<file path="src/design/actm_pkg.sv">
package actm_pkg;

	localparam int TW = 32;
	localparam int SW = TW - 1;
	localparam int N = 2 * TW - 1;
	localparam int QD = 4;
	localparam int QAW = $clog2(QD);

	typedef enum logic [1:0] {
		MODE_ONCE = 2'd0,
		MODE_STAY = 2'd1,
		MODE_LOOP = 2'd2,
		MODE_PING = 2'd3
	} mode_t;

	localparam logic [1:0] REG_START = 2'd0;
	localparam logic [1:0] REG_SPAN = 2'd1;
	localparam logic [1:0] REG_DUR = 2'd2;
	localparam logic [1:0] REG_MODE = 2'd3;

	typedef struct packed {
		logic [TW-1:0] start;
		logic [SW-1:0] span;
		logic [SW-1:0] dur;
		mode_t mode;
	} cfg_t;

	typedef struct packed {
		logic neg;
		logic [SW-1:0] span;
		logic [TW-1:0] start;
		mode_t mode;
		logic [7:0] prio;
		logic [N-1:0] scaled;
	} side_t;

	typedef struct packed {
		logic [N-1:0] num;
		logic [SW-1:0] dvs;
		side_t side;
	} entry_t;

endpackage

</file>
<file path="src/design/actm_queue.sv">
module actm_queue (
	input logic clk,
	input logic arst_n,
	input logic push,
	input actm_pkg::entry_t wr_entry,
	output logic pop,
	output actm_pkg::entry_t rd_entry,
	output logic [actm_pkg::QAW:0] count
);
	import actm_pkg::*;

	entry_t mem_q [QD];
	logic [QAW-1:0] wr_ptr_q;
	logic [QAW-1:0] rd_ptr_q;
	logic [QAW:0] cnt_q;

	// The back end drains one entry in every cycle in which the queue holds one.
	assign pop = (cnt_q != '0);
	assign rd_entry = mem_q[rd_ptr_q];
	assign count = cnt_q;

	always_ff @(posedge clk) begin
		if (push) begin
			mem_q[wr_ptr_q] <= wr_entry;
		end
	end

	always_ff @(posedge clk or negedge arst_n) begin
		if (!arst_n) begin
			wr_ptr_q <= '0;
			rd_ptr_q <= '0;
			cnt_q <= '0;
		end else begin
			if (push) begin
				wr_ptr_q <= wr_ptr_q + 1'b1;
			end
			if (pop) begin
				rd_ptr_q <= rd_ptr_q + 1'b1;
			end
			cnt_q <= cnt_q + (QAW+1)'(push) - (QAW+1)'(pop);
		end
	end

	a_no_overflow: assert property (@(posedge clk) disable iff (!arst_n)
		push |-> (cnt_q < (QAW+1)'(QD)) || pop)
		else $error("transfer into a full queue");

	a_drained: assert property (@(posedge clk) disable iff (!arst_n)
		cnt_q <= (QAW+1)'(1))
		else $error("queue holds more than one entry");

endmodule

</file>
<file path="config.mk">
export PLATFORM = sky130hd
export DESIGN_NAME = actm_queue
export DESIGN_NICKNAME = d
export VERILOG_FILES = /design/src/design/actm_pkg.sv /design/src/design/actm_queue.sv
export SDC_FILE = /design/constraint.sdc
export NUM_CORES = 1
export LEC_CHECK = 0
export BUFFER_PORTS_ARGS = -buffer_cell sky130_fd_sc_hd__buf_2
export CAP_MARGIN = 20
export CORE_ASPECT_RATIO = 0.6
export CORE_MARGIN = 3
export CORE_UTILIZATION = 45
export DETAILED_ROUTE_END_ITERATION = 12
export PLACE_DENSITY = 0.67
export SYNTH_ARGS = -nofsm -noshare
export SYNTH_HDL_FRONTEND = slang
export SYNTH_SLANG_ARGS = --single-unit
</file>
<file path="constraint.sdc">
create_clock -name clk -period 8.1 [get_ports clk]
set_clock_uncertainty 0.2 [all_clocks]
set_input_delay 1.62 -clock clk [delete_from_list [all_inputs] [get_ports clk]]
set_output_delay 1.62 -clock clk [all_outputs]
set_load 0.02 [all_outputs]
</file>
==> impl_metrics.ini <==
[drt]
wl_um = 64870
viasPerCell = 5.279
ant_nets = 0
wl_per_cell_um = 23.04
drc = 0
first_pass_iters = 5
vias = 14870
dr.first_iter.drc_count = 1238

[logic_synthesis]
yosysSeqAreaShare_pct = 82.83
synth.area.top_cells = edfxtp_1 82%, mux4_2 15%, buf_6 0.67%, dfrtp_1 0.52%, buf_2 0.39%
netlist_area_um2 = 33710
syn_inst = 1240
ys_warn_count = 0
synthDistinctLibCells = 16
yosys.area.top_type_share_pct = 82.31
yosys.area.top_type = edfxtp_1
synth_nets = 1481
synth.avg_cell_area_um2 = 27.19
synth_seq_cells = 931

[sta]
rsz0062_at_grt = no
fmax_mhz = 196.3
setup_viol = 0
worstMarginPinSlew_ns = 1.082
worst_slack_ns = 3.006
fin_crit_sh_pct = 62.88
hold_viol = 0
slew_headroom_pct = 27.89
tns_ns = 0
period_minus_slack_ns = 5.094
maxSlewViolCount = 0

[clock_tree]
cts_max_level = 3
cts_tree = built
holdBufCountCts = 0
root_buffer = clkbuf_16
clock_latency_ns = 0.62
cts_resized = 0
clock_path_buffers = 3
cts_buffers = 83
post_cts_buffers = 0
clk_pin_slew_ns = 0.06
cts_sinks = 931

[cells_and_area]
nets = 1994
final_cells = 2816
final_cell_mix = 924 x edfxtp_1, 468 x buf_2, 231 x mux4_2
finalCoreUtilization_pct = 53.97
layout_commonest_cell = edfxtp_1
areaGrowthSynthToFinish_pct = 18.31
drive_gt1_share_pct = 45.88
fillers = 5542
fin_area_um2 = 39880

[global_route]
grt_antenna_before_repair = 20
overflow = 0
grt_max_degree = 120
grt_pass1_vias = 15590
grt_use_total_pct = 16.55
grt_first_pass_wirelength_um = 97810

[flow_run]
cap_violations = 0

[worst_hold_path]
hold_path_class = register to register

[floorplan]
die_x_um = 359.4
die_h_um = 218.0
die_area_um2 = 78340
start_util_pct = 45.62
num_rows = 77
ios = 469
core-area_um2 = 73890

[setup_path]
startpoint_type = register
endpoint_kind = output pin
crit_fanout = 67
criticalPathCategory = register to output pin
cp_data_arrival_time_ns = 3.27
required_ns = 6.28

[run_status]
status = complete, no violations

[place]
gp_congestion = 0.7161
dp.final_hpwl_um = 38520
dpl_cell_area_um2 = 37110
port_buffers = 468
place_ws_ns = 3.627
placedCellCount = 2655

[power]
leakagePower_nw = 13.42
powerDensity_nw_per_um2 = 381.3
ir_drop_mv = 0.3402
## cell usage after synthesis
| master | instances |
|---|---|
| and2_1 | 4 |
| buf_2 | 26 |
| buf_6 | 20 |
| clkbuf_1 | 6 |
| dfrtp_1 | 7 |
| edfxtp_1 | 924 |
| fa_1 | 1 |
| ha_1 | 6 |
| inv_1 | 6 |
| mux4_2 | 231 |
| nand2_1 | 1 |
| o21ai_0 | 1 |
| o31ai_1 | 1 |
| or3_1 | 1 |
| xnor2_1 | 3 |
| xor2_1 | 2 |
## routing by layer
metal	GRT usage, %	vias to the layer above	part of all wire (%)
met5	0	-	0.25
met3	5.879	103	8.7
met4	3.640	28	1.5
li1	-	6451	-
met2	26.34	453	49
met1	22.24	7831	41
## state kept, by name, summed over array words and instances (netlist names)
signal    count
mem_q       924
rd_ptr_q      2
count         3
wr_ptr_q      2
## stage by stage
step	hold WS, ns	total power [W]
2_1_floorplan	0.2936	0.01012
3_3_place_gp	0.3108	0.01139
3_5_place_dp	0.3237	0.01147
4_1_cts	0.3362	0.01545
5_1_grt	0.3656	0.01590
6_report	0.3383	0.01521
## cell families (layout without fill, tap and decap cells)
kind of cell	Yosys count	after routing	share of synthesized area, %
adder cells (fa/ha/maj)	7	7	0.2821
multiplexers	231	231	15.43
AO/OA/AOI/OAI	2	2	0.03711
buffers and inverters	58	638	1.188
XOR/XNOR	5	5	0.1299
AND/OR/NAND/NOR	6	6	0.1039
other	0	9	0
flip-flops	931	931	82.83
## area by class of cell
| type | count | area, um2 | area share [%] |
|---|---|---|---|
| sequential | 931 | 27930 | 70.03 |
| multi-input combinational | 251 | 5399 | 13.54 |
| timing repair buffer | 480 | 2520 | 6.318 |
| clock buffer | 103 | 2195 | 5.503 |
| tap | 987 | 1235 | 3.096 |
| clock inverter | 49 | 560.5 | 1.405 |
| inverter | 6 | 22.52 | 0.05647 |
| antenna | 9 | 22.52 | 0.05647 |
## where the power goes
part | total [W] | internal (W) | switching, W
Sequential | 0.00659 | 0.00630 | 0.000286
Clock | 0.00395 | 0.00229 | 0.00166
Combinational | 0.00467 | 0.00184 | 0.00284
## worst paths after layout
check                                        startpoint                      end  slack [ns]  depth (start not counted)
min in group asynchronous                        arst_n       count[0]$_DFF_PN0_        0.62                          1
worst max-delay path            rd_ptr_q[1]$_DFFE_PN0N_            rd_entry[146]        3.01                          3
max in group asynchronous                        arst_n  rd_ptr_q[1]$_DFFE_PN0N_        6.90                          1
worst max register to register  wr_ptr_q[0]$_DFFE_PN0P_  mem_q[0][185]$_DFFE_PP_        5.11                          4
worst min register to register  wr_ptr_q[0]$_DFFE_PN0P_  wr_ptr_q[0]$_DFFE_PN0P_        0.34                          1
worst min-delay path            wr_ptr_q[0]$_DFFE_PN0P_  wr_ptr_q[0]$_DFFE_PN0P_        0.34                          1
## worst max-delay path, cell delays in order, from the launching register on
cell,delay [ns]
dfrtp_4,0.99
buf_4,0.90
mux4_2,0.43
buf_2,0.19
No activity file was read; power rests on OpenSTA's default activity.
