<file path="src/design/actm_pkg.sv">
package actm_pkg;

	localparam int TW = 32;
	localparam int SW = TW - 1;
	localparam int N = 2 * TW - 1;
	localparam int QD = 4;
	localparam int QAW = $clog2(QD);

	typedef enum logic [1:0] {
		MODE_ONCE = 2'd0,
		MODE_STAY = 2'd1,
		MODE_LOOP = 2'd2,
		MODE_PING = 2'd3
	} mode_t;

	localparam logic [1:0] REG_START = 2'd0;
	localparam logic [1:0] REG_SPAN = 2'd1;
	localparam logic [1:0] REG_DUR = 2'd2;
	localparam logic [1:0] REG_MODE = 2'd3;

	typedef struct packed {
		logic [TW-1:0] start;
		logic [SW-1:0] span;
		logic [SW-1:0] dur;
		mode_t mode;
	} cfg_t;

	typedef struct packed {
		logic neg;
		logic [SW-1:0] span;
		logic [TW-1:0] start;
		mode_t mode;
		logic [7:0] prio;
		logic [N-1:0] scaled;
	} side_t;

	typedef struct packed {
		logic [N-1:0] num;
		logic [SW-1:0] dvs;
		side_t side;
	} entry_t;

endpackage

</file>
<file path="src/design/actm_front.sv">
module actm_front (
	input logic clk,
	input logic arst_n,
	input logic accept,
	input actm_pkg::cfg_t cfg,
	input logic [actm_pkg::TW-1:0] event_time,
	input logic [7:0] priority_req,
	output logic [1:0] inflight,
	output logic push,
	output actm_pkg::entry_t entry
);
	import actm_pkg::*;

	logic v_s1;
	logic neg_s1;
	logic [TW-1:0] mag_s1;
	cfg_t cfg_s1;
	logic [7:0] prio_s1;
	logic v_s2;
	entry_t entry_s2;

	logic [TW:0] diff;
	logic [TW:0] diff_abs;
	logic [N-1:0] prod;
	logic [SW-1:0] dur_eff;

	assign diff = {event_time[TW-1], event_time} - {cfg.start[TW-1], cfg.start};
	assign diff_abs = diff[TW] ? (~diff + 1'b1) : diff;

	always_ff @(posedge clk or negedge arst_n) begin
		if (!arst_n) begin
			v_s1 <= 1'b0;
		end else begin
			v_s1 <= accept;
		end
	end

	always_ff @(posedge clk) begin
		if (accept) begin
			neg_s1 <= diff[TW];
			mag_s1 <= diff_abs[TW-1:0];
			cfg_s1 <= cfg;
			prio_s1 <= priority_req;
		end
	end

	assign prod = mag_s1 * cfg_s1.span;
	assign dur_eff = (cfg_s1.dur != '0) ? cfg_s1.dur : cfg_s1.span;

	always_ff @(posedge clk or negedge arst_n) begin
		if (!arst_n) begin
			v_s2 <= 1'b0;
		end else begin
			v_s2 <= v_s1;
		end
	end

	// With no duration and no span the ratio is taken as one: divide the elapsed time by one.
	always_ff @(posedge clk) begin
		if (v_s1) begin
			if (dur_eff == '0) begin
				entry_s2.num <= {{(N-TW){1'b0}}, mag_s1};
				entry_s2.dvs <= SW'(1);
			end else begin
				entry_s2.num <= prod;
				entry_s2.dvs <= dur_eff;
			end
			entry_s2.side.neg <= neg_s1;
			entry_s2.side.span <= cfg_s1.span;
			entry_s2.side.start <= cfg_s1.start;
			entry_s2.side.mode <= cfg_s1.mode;
			entry_s2.side.prio <= prio_s1;
			entry_s2.side.scaled <= '0;
		end
	end

	assign inflight = {v_s2, v_s1};
	assign push = v_s2;
	assign entry = entry_s2;

endmodule

</file>
<file path="config.mk">
export PLATFORM = sky130hd
export DESIGN_NAME = actm_front
export DESIGN_NICKNAME = d
export VERILOG_FILES = /design/src/design/actm_pkg.sv /design/src/design/actm_front.sv
export SDC_FILE = /design/constraint.sdc
export NUM_CORES = 2
export LEC_CHECK = 0
export BUFFER_PORTS_ARGS = -buffer_cell sky130_fd_sc_hd__clkbuf_2
export CAP_MARGIN = 20
export CORE_ASPECT_RATIO = 0.9
export CORE_MARGIN = 8
export CORE_UTILIZATION = 40
export CTS_CLUSTER_DIAMETER = 50
export DETAILED_ROUTE_END_ITERATION = 10
export PLACE_DENSITY_LB_ADDON = 0.2
export REMOVE_ABC_BUFFERS = 1
export SLEW_MARGIN = 15
export SYNTH_ARGS = -nofsm -noshare
export SYNTH_HDL_FRONTEND = slang
export SYNTH_SLANG_ARGS = --single-unit
</file>
<file path="constraint.sdc">
create_clock -name clk -period 21.1 [get_ports clk]
set_input_delay 3.165 -clock clk [delete_from_list [all_inputs] [get_ports clk]]
set_output_delay 3.165 -clock clk [all_outputs]
set_load 0.05 [all_outputs]
</file>
==> impl_metrics.ini <==
[run_status]
outcome = complete, no violations

[floorplanning]
rows = 117
ios = 373
start_util_pct = 40.3
fp.dieH_um = 336
die_w_um = 372
die_area_um2 = 125000
core_um2 = 113000

[clock_tree]
root_buffer = clkbuf_16
cts_tree = done
holdBufCountCts = 0
post_cts_buffers = 0
cts_resized = 0
cts_made_buffers = 45
clk_path_buf_depth = 3
clk_pin_slew_ps = 60
clk_latency_ps = 660
clock-sinks = 307
h-tree-depth = 2

[timing]
min_period_over_period_pct = 42.3
setup_tns_ps = 0
relSlewSlack_pct = 30.7
slew_viol_final = 0
hold_slack_ps = 407
fin_crit_ps = 8920
rsz0062_at_grt = no
max_freq_mhz = 112
hold_violations = 0
tightest_slew_ps = 1030
setup_viol = 0
skew_ps = 49.3

[synth]
yosys.area_share.adder_pct = 46.1
ys_seq_area_share_pct = 20.2
synth_top_family_by_area = adder cells
mappedNetlistArea_um2 = 45500
avgSynthCellArea_um2 = 10.0
syn_inst = 4538
synth_xor_area_share_pct = 2.02
async_flop_share_pct = 0.651
yosysTopAreaCellShare_pct = 38.1
yosysUniqueCellTypes = 78
synth-compound-area-share_pct = 6.11
synth-edff-count = 305
synth-seq-cells = 307
yosysTopAreaCell = fa_1
synth-simple-area-share_pct = 15.4
synth-main-ff-cell = edfxtp_1
synth_mux_area_share_pct = 0
synth_area_leaders = fa_1 (38%), edfxtp_1 (20%), ha_1 (7.9%), and2_1 (7.7%), inv_1 (7.0%)
yosys_warnings = 0

[route]
wirelength_um = 139000
wl_per_cell_um = 22.2
drtPass1Iterations = 5
drtAntennaViolNets = 0
drcViolationCount = 0
via_count = 32375
vias_per_cell = 5.19
dr.first_iter.drc_count = 2317

[grt]
grt_pass1_wl_um = 212000
grt_pass1_vias = 34462
antenna_found_initial = 9
grt_max_degree = 73
gr-total-overflow = 0
gr-usage-all-layers_pct = 22.2

[cells_and_area]
area_delta_synth_final_pct = 9.38
drive_gt1_share_pct = 10.2
fin_nets = 6012
final_cells = 6243
final_util_pct = 44.0

[hold_path]
min_path_type = reg2reg

[placed_design]
gp_congestion = 0.890
dp.cells = 6157
hpwl_um = 100000
io_buffer_count = 309

[critical_path]
crit_required_ps = 21470
crit_fanout = 34
crit_type = reg2reg
cp_common_cell = fa_1
worst_path_max_delay_cell = o31ai_1
worstPathArrival_ps = 9280
worstPathCellList = buf_4, and2_1, fa_1, fa_1, inv_1, fa_1, fa_1, fa_1, inv_1, fa_1, fa_1, fa_1, ha_1, inv_1, nor3_1, a211oi_1, o311ai_0, a31oi_1, o31ai_1, a31oi_1, o211ai_1, a21o_1, a21oi_1
end_kind = register
crit_path_max_incr_delay_ps = 960
start_kind = register

[run]
maxCapViolCount = 0
==> state kept, by name, indices dropped and copies added, names as in the netlist <==
name     flops
cfg_s1      96
mag_s1      32
v_s1         1
neg_s1       1
push         1
prio_s1      8
entry      168
==> cells by family after synthesis <==
logic type,count (synthesis)
flip-flops,307
buffers and inverters,1164
AND/OR/NAND/NOR,1373
adder cells (fa/ha/maj),1156
AO/OA/AOI/OAI,432
XOR/XNOR,105
other,1
==> cells in the mapped netlist, types with 4 or more instances <==
| master | n |
|---|---|
| a21o_1 | 78 |
| xor2_1 | 36 |
| a21boi_0 | 4 |
| inv_1 | 853 |
| xnor2_1 | 69 |
| nand2_1 | 537 |
| o31ai_1 | 8 |
| a31o_2 | 4 |
| o21ai_1 | 5 |
| a31oi_1 | 14 |
| or2_2 | 5 |
| o211ai_1 | 9 |
| buf_4 | 65 |
| ha_1 | 289 |
| o21bai_1 | 16 |
| nand4_1 | 27 |
| o21a_1 | 18 |
| nor2_1 | 116 |
| and2_1 | 561 |
| nand2b_1 | 8 |
| a21oi_1 | 140 |
| nor4_1 | 20 |
| a221oi_1 | 5 |
| edfxtp_1 | 305 |
| o21ai_0 | 81 |
| nor2b_1 | 7 |
| and3_1 | 11 |
| buf_2 | 7 |
| fa_1 | 867 |
| nor3_1 | 19 |
| or3_1 | 8 |
| clkbuf_1 | 238 |
| nand3_1 | 34 |
| a211oi_1 | 7 |
==> cells in the final DEF, fill, tap and decap left out, types with 10 or more instances in the layout <==
cell type / count
fa_1: 867
inv_1: 853
and2_1: 561
nand2_1: 537
clkbuf_2: 308
edfxtp_1: 305
ha_1: 289
a21oi_1: 140
nor2_1: 116
o21ai_0: 81
a21o_1: 78
buf_4: 72
xnor2_1: 69
conb_1: 63
clkbuf_16: 45
xor2_1: 36
nand3_1: 33
nand4_1: 27
nor4_1: 20
nor3_1: 18
o21a_1: 18
o21bai_1: 16
a31oi_1: 14
and3_1: 10
==> worst max-delay path: cells and delay by family, from the launching register on <==
| kind | cells | cell delay (ps) |
|---|---|---|
| flip-flops | 1 | 350 |
| adder cells (fa/ha/maj) | 9 | 4340 |
| AND/OR/NAND/NOR | 2 | 550 |
| AO/OA/AOI/OAI | 8 | 2610 |
| buffers and inverters | 4 | 750 |
==> through the flow <==
step	worst slack, ps	area [µm²]
after global routing	11860	49800
after floorplan	13610	44300
final	12180	49800
after CTS	12260	49800
after global placement	12380	48300
after detailed placement	12290	48300
==> metal layers <==
layer | part of all wire [%] | GRT usage, % | up-vias
li1 | - | - | 14202
met1 | 41 | 29.5 | 16763
met2 | 49 | 37.4 | 1180
met3 | 7.3 | 4.36 | 224
met4 | 2.4 | 5.34 | 6
met5 | 0.033 | 0 | -
==> worst paths after layout <==
check                      startpoint    endpoint  slack, ps  depth (start not counted)
max in group asynchronous      arst_n        v_s1      18710                          1
setup / recovery           cfg_s1[45]  entry[228]      12180                         23
hold reg to reg                neg_s1  entry[136]        410                          0
hold / removal                 neg_s1  entry[136]        410                          0
setup reg to reg           cfg_s1[45]  entry[228]      12180                         23
min in group asynchronous      arst_n        v_s1       2280                          1
==> final cells by class <==
| type | count | area [µm²] |
|---|---|---|
| fillers | 11113 | 63200 |
| well taps | 1487 | 1860 |
| multi-input cells | 3129 | 31900 |
| inverters | 853 | 3200 |
| diodes | 2 | 5.00 |
| repair buffers | 381 | 2090 |
| clock buffers | 52 | 1150 |
| clock inverters | 32 | 332 |
| flip-flops and latches | 307 | 9210 |
Power is left out: the tool's default activity adds up to more than one toggle a clock period on the data nets, which glitch-free logic cannot reach.
